$ cat config.mk
export PLATFORM = sky130hd
export DESIGN_NAME = dwc_fifo
export DESIGN_NICKNAME = d
export VERILOG_FILES = /design/src/sv/dwc_pkg.sv /design/src/sv/dwc_fifo.sv
export SDC_FILE = /design/constraint.sdc
export NUM_CORES = 1
export LEC_CHECK = 0
export BUFFER_PORTS_ARGS = -buffer_cell sky130_fd_sc_hd__buf_2
export CAP_MARGIN = 0
export CORE_MARGIN = 4
export CORE_UTILIZATION = 39
export DETAILED_ROUTE_END_ITERATION = 10
export GPL_ROUTABILITY_DRIVEN = 0
export PLACE_DENSITY_LB_ADDON = 0.05
export SETUP_SLACK_MARGIN = 0.15
export SYNTH_ARGS = -nofsm -noshare
export SYNTH_HDL_FRONTEND = slang
export SYNTH_SLANG_ARGS = --single-unit
$ cat constraint.sdc
create_clock -name clk -period 5.4 [get_ports clk]
set_clock_uncertainty 0.1 [all_clocks]
set_input_delay 1.35 -clock clk [delete_from_list [all_inputs] [get_ports clk]]
set_output_delay 1.35 -clock clk [all_outputs]
set_load 0.03 [all_outputs]
$ cat src/sv/dwc_pkg.sv
// ----------------------------------------------------------------------------
// dwc_pkg
// types and constants for the depthwise 3x3 requant core
// ----------------------------------------------------------------------------
package dwc_pkg;

  localparam int DEF_MAX_SIDE = 256;
  localparam int KSIDE        = 3;
  localparam int PIX_W        = 8;
  localparam int TAG_W        = 8;
  localparam int CFG_W        = 32;
  localparam int CFG_IDX_W    = 3;
  localparam int SUM_W        = 19;
  localparam int QFRAC        = 24;

  localparam logic [CFG_IDX_W-1:0] REG_SIDE  = 3'd0;
  localparam logic [CFG_IDX_W-1:0] REG_KTOP  = 3'd1;
  localparam logic [CFG_IDX_W-1:0] REG_KMID  = 3'd2;
  localparam logic [CFG_IDX_W-1:0] REG_KBOT  = 3'd3;
  localparam logic [CFG_IDX_W-1:0] REG_SCALE = 3'd4;

  localparam logic signed [PIX_W-1:0] SAT_MIN = -8'sd128;
  localparam logic signed [PIX_W-1:0] SAT_MAX = 8'sd127;

  // one classified job: window snapshot plus up to four result requests
  typedef struct packed {
    logic [8:0][PIX_W-1:0] win;
    logic [TAG_W-1:0]      row;
    logic [TAG_W-1:0]      col;
    logic                  two_rows;
    logic                  two_cols;
    logic                  top_edge;
    logic                  left_edge;
    logic                  bot_in;
    logic                  right_in;
  } job_t;

endpackage

$ cat src/sv/dwc_fifo.sv
// ----------------------------------------------------------------------------
// dwc_fifo
// two-entry queue of jobs between front and back
// ----------------------------------------------------------------------------
module dwc_fifo (
  input  logic          clk,
  input  logic          rst_n,
  input  logic          wr_valid,
  output logic          wr_ready,
  input  dwc_pkg::job_t wr_data,
  output logic          rd_valid,
  input  logic          rd_ready,
  output dwc_pkg::job_t rd_data
);
  import dwc_pkg::*;

  job_t       mem_r [2];
  logic       wp_r, rp_r;
  logic [1:0] cnt_r;
  logic       wr, rd;

  assign wr_ready = cnt_r != 2'd2;
  assign rd_valid = cnt_r != 2'd0;
  assign rd_data  = mem_r[rp_r];
  assign wr = wr_valid && wr_ready;
  assign rd = rd_valid && rd_ready;

  always_ff @(posedge clk) begin
    if (wr) mem_r[wp_r] <= wr_data;
    if (!rst_n) begin
      wp_r  <= 1'b0;
      rp_r  <= 1'b0;
      cnt_r <= '0;
    end else begin
      if (wr) wp_r <= !wp_r;
      if (rd) rp_r <= !rp_r;
      cnt_r <= cnt_r + 2'(wr) - 2'(rd);
    end
  end

endmodule

==> metrics.txt <==
total net switching power=about 1.2 mW; number of distinct library cells after synthesis=26; Post-Syn Instances=322; share of cells above drive strength 1=approximately half; remaining number of nets flagged by the antenna check after routing=0; number of warnings issued by yosys=0; Final TNS setup=0 ns; number of vias after detailed routing=~3600; total nets after synthesis=421; clock buffers created by TritonCTS=17; gr ovfl total=0; kind of critical path=flip-flop to primary output; fill cell total of the finished layout=roughly 1500; crit end category=primary output; starting DRC count in detailed routing=150; Setup Fix Bufs, Post-CTS=0; Syn-to-layout area delta=25.5%; Hold Slack=between 0.4 and 0.5 ns; RSZ-0062 raised after global routing=no; fraction of the mapped netlist area in simple logic gates=under 10%; Hold EP=rp_r$_SDFFE_PN0P_; clock share of power=between 30 and 40%; LEAKAGE=approximately 3.3 nW; maximum capacitance violations=0; period utilization=between 60% and 70%; required time of the critical path=roughly 4.0 ns; vias per cell=approximately 4.7; arrival time at the worst endpoint=between 2 and 2.5 ns; register-to-register path setup slack=approximately 3.2 ns; hold violation total from the final report=0; maximum buffer depth of the clock tree=2; Core Box Area=17500 µm²; initial antenna violation count=1; CTS tree=built; fraction of the mapped netlist area in compound gates=less than 1%; total half-perimeter wirelength after legalization and detailed placement=slightly above 9000 µm; sequential element share of the synthesized area=81.4%; Total Nets Final=629; sink count of the clock tree=~190; max-slew violations=0; number of port buffers=just under 200; sort of element at the start of the critical path=flip-flop; beginning of the worst hold path=rp_r$_SDFFE_PN0P_; share of total power consumed by net switching=between 20% and 30%; crit path setup slack, layout=approximately 1.7 ns; number of global-route vias before repair=roughly 3800; Clock Tree Root=sky130_fd_sc_hd__clkbuf_16; detailed-route wire length per cell=approximately 18 µm; overall die width=143 µm; pin count of the biggest net entering global routing=55; dominant combinational cell family by area after synthesis=multiplexers; number of antenna diodes=0; Die Outline Area=20300 µm²; dpl ws=~2.1 ns; router iterations before antenna repair=4; clock transition at the registers of the reported paths=~0.060 ns; multiplexer fraction of the synthesized cell area=~15%; worst-path maximum fanout=37; Design Power=4.09 mW; total routing resource utilization after global routing=approximately 14%; standard-cell rows=48; Post-Synth Adder-Cell Area=less than 1%; result of the run=complete, no violations; Worst-Skew Late Latency=0.42 ns; reg2reg start=cnt_r[0]$_SDFF_PN0_; DRC errors left=0; Reg power frac=between 40% and 50%; global-route wire length before repair=20500 µm; maximum achievable frequency=around 270 MHz; vertical extent of the die=roughly 140 µm; count of cells along the worst register-to-register path=3; worst min-delay path class=flip-flop to flip-flop; netlist area before placement=a little over 7000 µm²; Top Ports=194; crit path time final=around 3.7 ns; worst r2r dst=mem_r[1][85]$_DFFE_PP_; H-tree depth=4; final routed wirelength across all metal layers=around 14000 µm; power density of the placed cells=462 nW/µm²; total placed instance area=slightly above 8000 µm²; parity-gate share of the synthesized area counting xor and xnor cells=less than 1%; largest vdd supply drop=~0.23 mV; Worst-Margin Slew=approximately 0.73 ns; synthesized area per cell=21.9 µm²; hold buffer count at CTS=0; initial core utilization=40.2%; hold-critical path depth=2; final setup fails=0; count of cells resized by post-cts repair=0; worst max-slew margin expressed relative to the limit=roughly half; Seq cells post-synth=193; cell internal pwr=between 2 and 3 mW; Gate power share=between 20% and 30%; final std cell area, no fill=between 8000 and 9000 µm²
==> per-stage QoR <==
step | std cells | util (%)
floorplan | 322 | -
global placement | 736 | 47.2
detailed placement | 736 | 47.2
CTS | 767 | 50.5
global route | 767 | 50.5
finish | 767 | 50.5
==> worst max-delay path by stage <==
stage	startpoint	to	slack (ns)	depth (start not counted)
after global placement	flip-flop	rd_data[35]	2.13	3
after global routing	flip-flop	rd_data[35]	1.59	3
after floorplan	wr_valid	mem_r[1][0]$_DFFE_PP_	1.26	1
after CTS	flip-flop	rd_data[35]	1.64	3
final	flip-flop	rd_data[35]	1.74	3
after detailed placement	flip-flop	rd_data[35]	2.10	3
==> logic make-up (layout without fill, tap and decap cells) <==
group / count (synthesis) / count (layout)
DFF: 193 / 193
muxes: 94 / 94
and+or+nand+nor: 15 / 15
buffers and inverters: 12 / 232
AOI/OAI and AO/OA: 6 / 6
adders and majority gates: 1 / 1
xor gates and xnor gates: 1 / 1
==> cell usage in the layout, fill, tap and decap left out, drive strengths merged, types with 2 or more instances in the layout <==
master  count
and3        2
buf       199
bufinv      3
clkbuf     17
clkinv      7
dfxtp       5
edfxtp    188
inv         5
mux2       94
nor2        4
o21ai       2
==> critical path: stages (launching register included) <==
cell and delay, ns:
sky130_fd_sc_hd__dfxtp_4 0.69, sky130_fd_sc_hd__buf_4 0.49, sky130_fd_sc_hd__mux2_1 0.41, sky130_fd_sc_hd__buf_2 0.19
==> power by group through the flow <==
stage	clock (mW)	combinational, mW	sequential, mW
after floorplan	0	0.739	1.89
after global placement	0	0.982	1.91
after detailed placement	0	0.985	1.92
after CTS	1.28	0.990	1.89
after global routing	1.36	1.03	1.90
final	1.24	0.966	1.88
==> cell usage after synthesis <==
library cell | number | share of area (%)
sky130_fd_sc_hd__ha_1 | 1 | 0.18
sky130_fd_sc_hd__or2_2 | 1 | 0.089
sky130_fd_sc_hd__inv_1 | 2 | 0.11
sky130_fd_sc_hd__o21ba_1 | 1 | 0.14
sky130_fd_sc_hd__nand3b_1 | 1 | 0.11
sky130_fd_sc_hd__nand2b_1 | 1 | 0.089
sky130_fd_sc_hd__nor2_1 | 4 | 0.21
sky130_fd_sc_hd__nor3_2 | 1 | 0.14
sky130_fd_sc_hd__buf_4 | 1 | 0.11
sky130_fd_sc_hd__nor4_1 | 1 | 0.089
sky130_fd_sc_hd__a21bo_2 | 1 | 0.14
sky130_fd_sc_hd__xor2_1 | 1 | 0.12
sky130_fd_sc_hd__buf_2 | 3 | 0.21
sky130_fd_sc_hd__nor4bb_1 | 1 | 0.14
sky130_fd_sc_hd__nand3_1 | 1 | 0.071
sky130_fd_sc_hd__and2_1 | 1 | 0.089
sky130_fd_sc_hd__mux2_1 | 60 | 9.6
sky130_fd_sc_hd__o31a_1 | 1 | 0.12
sky130_fd_sc_hd__a21oi_1 | 1 | 0.071
sky130_fd_sc_hd__nor2b_1 | 1 | 0.089
sky130_fd_sc_hd__and3_1 | 2 | 0.18
sky130_fd_sc_hd__o21ai_0 | 2 | 0.14
sky130_fd_sc_hd__buf_6 | 6 | 0.96
sky130_fd_sc_hd__edfxtp_1 | 188 | 80
sky130_fd_sc_hd__dfxtp_1 | 5 | 1.4
sky130_fd_sc_hd__mux2_2 | 34 | 5.4
==> flip-flops by register name (all words and copies together) (netlist names), named ones only <==
signal / cells
mem_r: 188
rp_r: 1
wp_r: 1
cnt_r: 2
==> layer usage <==
| layer | track usage [%] | vias to the layer above | wire (µm) |
|---|---|---|---|
| li1 | - | 1690 | - |
| met1 | 16.2 | 1770 | 5490 |
| met2 | 21.6 | 127 | 6640 |
| met3 | 6.15 | 17 | 1310 |
| met4 | 4.95 | 2 | 204 |
| met5 | 0 | - | 7 |
==> layout make-up <==
cell class	count	area (µm²)	share of cell area [%]
clock buffers	17	425	4.80
inverters	2	10.0	0.113
multi-input cells	117	1220	13.8
flip-flops and latches	193	5750	64.9
well taps	225	282	3.18
repair buffers	199	1010	11.4
clock inverters	14	164	1.85
Note: power is estimated with default switching activity, not from simulation.
