## src/sv/dwc_pkg.sv

```systemverilog
// ----------------------------------------------------------------------------
// dwc_pkg
// types and constants for the depthwise 3x3 requant core
// ----------------------------------------------------------------------------
package dwc_pkg;

  localparam int DEF_MAX_SIDE = 256;
  localparam int KSIDE        = 3;
  localparam int PIX_W        = 8;
  localparam int TAG_W        = 8;
  localparam int CFG_W        = 32;
  localparam int CFG_IDX_W    = 3;
  localparam int SUM_W        = 19;
  localparam int QFRAC        = 24;

  localparam logic [CFG_IDX_W-1:0] REG_SIDE  = 3'd0;
  localparam logic [CFG_IDX_W-1:0] REG_KTOP  = 3'd1;
  localparam logic [CFG_IDX_W-1:0] REG_KMID  = 3'd2;
  localparam logic [CFG_IDX_W-1:0] REG_KBOT  = 3'd3;
  localparam logic [CFG_IDX_W-1:0] REG_SCALE = 3'd4;

  localparam logic signed [PIX_W-1:0] SAT_MIN = -8'sd128;
  localparam logic signed [PIX_W-1:0] SAT_MAX = 8'sd127;

  // one classified job: window snapshot plus up to four result requests
  typedef struct packed {
    logic [8:0][PIX_W-1:0] win;
    logic [TAG_W-1:0]      row;
    logic [TAG_W-1:0]      col;
    logic                  two_rows;
    logic                  two_cols;
    logic                  top_edge;
    logic                  left_edge;
    logic                  bot_in;
    logic                  right_in;
  } job_t;

endpackage

```

## src/sv/dwc_back.sv

```systemverilog
// ----------------------------------------------------------------------------
// dwc_back
// walks the results of one job: mac, scale, round, saturate
// ----------------------------------------------------------------------------
module dwc_back (
  input  logic                      clk,
  input  logic                      rst_n,
  input  logic [23:0]               k_top,
  input  logic [23:0]               k_mid,
  input  logic [23:0]               k_bot,
  input  logic [31:0]               scale,
  input  logic                      job_valid,
  output logic                      job_ready,
  input  dwc_pkg::job_t             job,
  output logic                      out_valid,
  input  logic                      out_ready,
  output logic [dwc_pkg::PIX_W-1:0] out_value,
  output logic [dwc_pkg::TAG_W-1:0] out_row,
  output logic [dwc_pkg::TAG_W-1:0] out_col,
  output logic                      run_last
);
  import dwc_pkg::*;

  localparam logic [1:0] S_IDLE = 2'd0;
  localparam logic [1:0] S_MAC  = 2'd1;
  localparam logic [1:0] S_MUL  = 2'd2;
  localparam logic [1:0] S_OUT  = 2'd3;

  logic [1:0] st_r, st_nxt;
  logic [1:0] sub_r, sub_nxt;
  logic [1:0] n_r, n_nxt;
  logic       last_r, last_nxt;
  logic signed [SUM_W-1:0] sum_r, sum_nxt;
  logic [50:0] prod_r;
  logic        neg_r;
  logic [PIX_W-1:0] val_r, val_nxt;
  logic [TAG_W-1:0] orow_r, ocol_r, orow_nxt, ocol_nxt;
  logic [8:0][7:0] kw;
  logic [8:0] vis;
  logic       dy, dx, top_pad, left_pad, bot_pad, right_pad;
  logic       oy, ox;
  logic signed [SUM_W-1:0] mac;
  logic [SUM_W-1:0] mag;
  logic [26:0] q;

  assign kw = {k_bot, k_mid, k_top};
  assign dy = sub_r[1];
  assign dx = sub_r[0];
  // a one-pixel image has its only pixel in the newest window row and column
  assign oy = dy || !job.bot_in;
  assign ox = dx || !job.right_in;

  // visible taps of the 3x3 window for the chosen sub-result
  always_comb begin
    top_pad   = dy ? 1'b0 : job.top_edge;
    left_pad  = dx ? 1'b0 : job.left_edge;
    bot_pad   = dy || !job.bot_in;
    right_pad = dx || !job.right_in;
    for (int ky = 0; ky < KSIDE; ky++) begin
      for (int kx = 0; kx < KSIDE; kx++) begin
        vis[ky*3+kx] = !((ky == 0 && top_pad) || (ky == 2 && bot_pad) ||
                         (kx == 0 && left_pad) || (kx == 2 && right_pad));
      end
    end
    mac = '0;
    for (int i = 0; i < 9; i++) begin
      logic [3:0] wy, wx;
      wy = 4'(i / 3) + 4'(oy);
      wx = 4'(i % 3) + 4'(ox);
      if (vis[i] && wy < 4'd3 && wx < 4'd3) begin
        mac = mac + SUM_W'($signed(job.win[wy*3+wx]) * $signed(kw[i]));
      end
    end
  end

  // last result of job: the largest sub-index in use
  always_comb begin
    st_nxt   = st_r;
    sub_nxt  = sub_r;
    n_nxt    = n_r;
    last_nxt = last_r;
    sum_nxt  = sum_r;
    val_nxt  = val_r;
    orow_nxt = orow_r;
    ocol_nxt = ocol_r;
    job_ready = 1'b0;
    mag = sum_r[SUM_W-1] ? SUM_W'(-sum_r) : SUM_W'(sum_r);
    q   = 27'(({prod_r} + 51'(1 << (QFRAC - 1))) >> QFRAC);
    case (st_r)
      S_IDLE: begin
        if (job_valid) begin
          sub_nxt = 2'd0;
          st_nxt  = S_MAC;
        end
      end
      S_MAC: begin
        sum_nxt  = mac;
        orow_nxt = job.row + TAG_W'(dy);
        ocol_nxt = job.col + TAG_W'(dx);
        last_nxt = (dy == job.two_rows) && (dx == job.two_cols);
        st_nxt   = S_MUL;
      end
      S_MUL: begin
        st_nxt = S_OUT;
      end
      S_OUT: begin
        if (neg_r) val_nxt = (q > 27'd128) ? SAT_MIN : PIX_W'(-q);
        else       val_nxt = (q > 27'd127) ? SAT_MAX : PIX_W'(q);
        if (!out_valid || out_ready) begin
          if (last_r) begin
            job_ready = 1'b1;
            st_nxt    = S_IDLE;
          end else begin
            if (dx == 1'b0 && job.two_cols) sub_nxt = {dy, 1'b1};
            else                            sub_nxt = {1'b1, 1'b0};
            st_nxt = S_MAC;
          end
        end
      end
      default: st_nxt = S_IDLE;
    endcase
    n_nxt = n_r;
  end

  logic ov_r;
  logic load_out;
  assign load_out = (st_r == S_OUT) && (!ov_r || out_ready);

  always_ff @(posedge clk) begin
    if (!rst_n) begin
      st_r  <= S_IDLE;
      ov_r  <= 1'b0;
      sub_r <= '0;
      n_r   <= '0;
    end else begin
      st_r  <= st_nxt;
      sub_r <= sub_nxt;
      n_r   <= n_nxt;
      if (load_out) ov_r <= 1'b1;
      else if (out_ready) ov_r <= 1'b0;
    end
    sum_r  <= sum_nxt;
    last_r <= last_nxt;
    orow_r <= orow_nxt;
    ocol_r <= ocol_nxt;
    if (st_r == S_MAC) begin
      prod_r <= '0;
    end
    if (st_r == S_MUL) begin
      prod_r <= 51'(mag) * 51'(scale);
      neg_r  <= sum_r[SUM_W-1];
    end
    if (load_out) begin
      val_r    <= val_nxt;
      out_row  <= orow_r;
      out_col  <= ocol_r;
      run_last <= last_r;
    end
  end

  assign out_valid = ov_r;
  assign out_value = val_r;

endmodule

```

## config.mk

```make
export PLATFORM = sky130hd
export DESIGN_NAME = dwc_back
export DESIGN_NICKNAME = d
export VERILOG_FILES = /design/src/sv/dwc_pkg.sv /design/src/sv/dwc_back.sv
export SDC_FILE = /design/constraint.sdc
export NUM_CORES = 2
export LEC_CHECK = 0
export BUFFER_PORTS_ARGS = -buffer_cell sky130_fd_sc_hd__clkbuf_2
export CAP_MARGIN = 20
export CORE_ASPECT_RATIO = 0.9
export CORE_UTILIZATION = 40
export DETAILED_ROUTE_END_ITERATION = 16
export GPL_TIMING_DRIVEN = 0
export PLACE_DENSITY = 0.56
export SLEW_MARGIN = 40
export SYNTH_ARGS = -nofsm -noshare
export SYNTH_HDL_FRONTEND = slang
export SYNTH_SLANG_ARGS = --single-unit
```

## constraint.sdc

```tcl
create_clock -name clk -period 51.2 [get_ports clk]
set_input_delay 5.12 -clock clk [delete_from_list [all_inputs] [get_ports clk]]
set_output_delay 5.12 -clock clk [all_outputs]
set_load 0.05 [all_outputs]
```

==> impl_metrics.py <==
metrics = {
    "worst_setup_path": {
        "crit_path_end_kind": "register",
        "slowest_stage": "a21boi_1",
        "worst-path-max-fanout": 13,
        "cpMostUsedCell": "fa_1",
        "cpPeakStageDelay_ns": 0.69,
        "worst-setup-path-type": "input port to register",
        "crit_arrival_ns": 42.39,
        "startpoint_type": "input port",
        "cp.required_ns": 51.34,
    },
    "synth": {
        "synth_cell_types": 94,
        "ys_seq_elements": 95,
        "syn_inst": 6116,
        "async_reset_ff_share_pct": 0,
        "synth_warnings": 0,
        "synth_compound_area_share_pct": 6.57,
        "synth-xor-area-share_pct": 3.52,
        "synth-main-ff-cell": "edfxtp_1",
        "synth_area_mm2": 0.0557,
        "postSynthAreaPerCell_um2": 9.11,
        "ys_seq_area_share_pct": 5.03,
        "synth-edff-count": 90,
        "synthSimpleGateAreaFrac_pct": 15.6,
        "synth_top_family_by_area": "adder cells",
        "synthMuxAreaShare_pct": 2.56,
        "synth_fp_nets": 8078,
        "synthAdderAreaFrac_pct": 56.1,
    },
    "detailed_routing": {
        "highest_layer": "met5",
        "vias_per_cell": 5.14,
        "wl_per_cell_um": 20.0,
        "wl_met3_mm": 11.1,
        "dr.pass1.iters": 6,
        "via_count": 41955,
        "drtAntennaViolNets": 0,
        "drc": 0,
        "routed_wl_mm": 164,
        "wl_met2_mm": 75.0,
        "drt-met1-wl_mm": 73.6,
        "drtIter0Drc": 2828,
    },
    "timing": {
        "timing.fmax_mhz": 23.7,
        "maxSlewViolCount": 0,
        "max_slew_margin_pct": 35.4,
        "setup_tns_ns": 0,
        "setup_viol": 0,
        "post-route-period-util_pct": 82.5,
        "rsz0062_at_grt": "no",
        "finalClockSkew_ns": 0.0175,
        "hold_viol_final": 0,
        "tightestPinTransition_ns": 0.959,
        "fin_crit_ns": 42.25,
    },
    "layout": {
        "final_common_cell": "inv_1",
        "drive_gt1_share_pct": 6.12,
        "nets": 8284,
        "layout_common_cells": "inv_1, fa_1, nand2_1",
        "utilization_pct": 43.2,
        "area_growth_pct": 6.94,
    },
    "die": {
        "fp.dieH_um": 356,
        "pin_count": 229,
        "coreArea_mm2": 0.138,
        "die_area_mm2": 0.141,
        "initial_core_util_pct": 40.4,
        "rows": 129,
        "die-width_um": 395,
    },
    "global_route": {
        "grt_pass1_vias": 44061,
        "grt_max_degree": 30,
        "grt.overflow.total": 0,
        "antenna_found_initial": 22,
        "grt.total_usage_pct": 23.9,
        "grt_pass1_wl_mm": 259,
    },
    "clock_network": {
        "clock-sinks": 95,
        "clk_latency_ns": 0.40,
        "cts_tree": "done",
        "clkTransAtPathRegs_ns": 0.09,
        "htree_num_levels": 3,
        "clk_path_buf_depth": 2,
        "cts_buffers": 9,
        "ctsResizeCount": 0,
        "cts-hold-fix-buffers": 0,
        "postCtsSetupBuffers": 0,
        "clock-root-buffer": "clkbuf_16",
    },
    "placed_design": {
        "port_buffers": 192,
        "hpwlAfterDp_mm": 144,
        "gp_congestion": 0.941,
    },
    "outcome": {
        "status": "complete, no violations",
    },
    "flow_run": {
        "maxCapViolations": 0,
    },
    "min_path": {
        "hp-class": "register to register",
    },
}
-- flip-flops by register name (all words and copies together), names as in the netlist --
| name | count |
|---|---|
| prod_r | 28 |
| sum_r | 19 |
| ocol_r | 8 |
| orow_r | 8 |
| out_col | 8 |
| out_row | 8 |
| out_value | 8 |
| st_r | 2 |
| sub_r | 2 |
| last_r | 1 |
| neg_r | 1 |
| out_valid | 1 |
| run_last | 1 |
-- layout make-up --
cell class              instances  area (um^2)
diodes                          6         15.0
plain buffers                 208          813
clock buffers                   9          225
clock inverters                 7         91.3
fillers                     13835        78300
inverters                    1363         5120
multi-input cells            4450        47200
flip-flops and latches         95         2800
well taps                    1834         2290
repair buffers                195         1020
-- cells in the mapped netlist, drive strengths merged, types with 59 or more instances --
library cell     n  area, um^2
inv           1363        5120
fa            1231       24600
nand2          873        3280
ha             529        6620
and2           249        1560
nor2b          193        1210
a21oi          163         816
xnor2          156        1370
nor2           148         558
clkbuf         143         537
o21ai          127         651
edfxtp          90        2700
nand2b          83         519
buf             65         265
xor2            62         551
nand3           59         295
-- cells by family (layout without fill, tap and decap cells) --
group / after synthesis / count (layout)
AOI/OAI and AO/OA: 569 / 569
other: 0 / 6
adders and majority gates: 1760 / 1760
xor gates and xnor gates: 220 / 220
muxes: 104 / 104
and+or+nand+nor: 1797 / 1797
DFF: 95 / 95
buffers and inverters: 1571 / 1782
-- worst paths after layout --
path	startpoint	to	slack (ns)	depth (start not counted)
worst max register to register	sub_r[0]	sum_r[18]	13.30	118
worst min-delay path	orow_r[0]	out_row[0]	0.42	0
worst max-delay path	job[0]	sum_r[18]	8.95	119
worst min register to register	orow_r[0]	out_row[0]	0.42	0
-- metal layers --
| layer | vias up | global-route usage [%] |
|---|---|---|
| li1 | 19081 | - |
| met1 | 21420 | 33.7 |
| met2 | 1257 | 38.7 |
| met3 | 179 | 3.59 |
| met4 | 18 | 5.63 |
| met5 | - | 0 |
-- metrics by stage --
stage / cell area, um^2 / hold slack (ns) / setup WS [ns] / instances
6_report: 59600 / 0.415 / 8.95 / 8167
4_1_cts: 59500 / 0.411 / 8.89 / 8161
5_1_grt: 59600 / 0.420 / 7.10 / 8167
2_1_floorplan: 55700 / 0.400 / 13.38 / 6116
3_3_place_gp: 59000 / 0.402 / 7.92 / 8142
3_5_place_dp: 59200 / 0.405 / 8.52 / 8145
-- worst max-delay path, delay by kind of cell --
family,cells,cell delay (ns)
AND/OR/NAND/NOR,13,2.44
multiplexers,2,0.96
adder cells (fa/ha/maj),54,23.73
XOR/XNOR,9,1.88
buffers and inverters,23,3.57
AO/OA/AOI/OAI,18,4.58
Power is left out: the tool's default activity adds up to more than one toggle a clock period on the data nets, which glitch-free logic cannot reach.
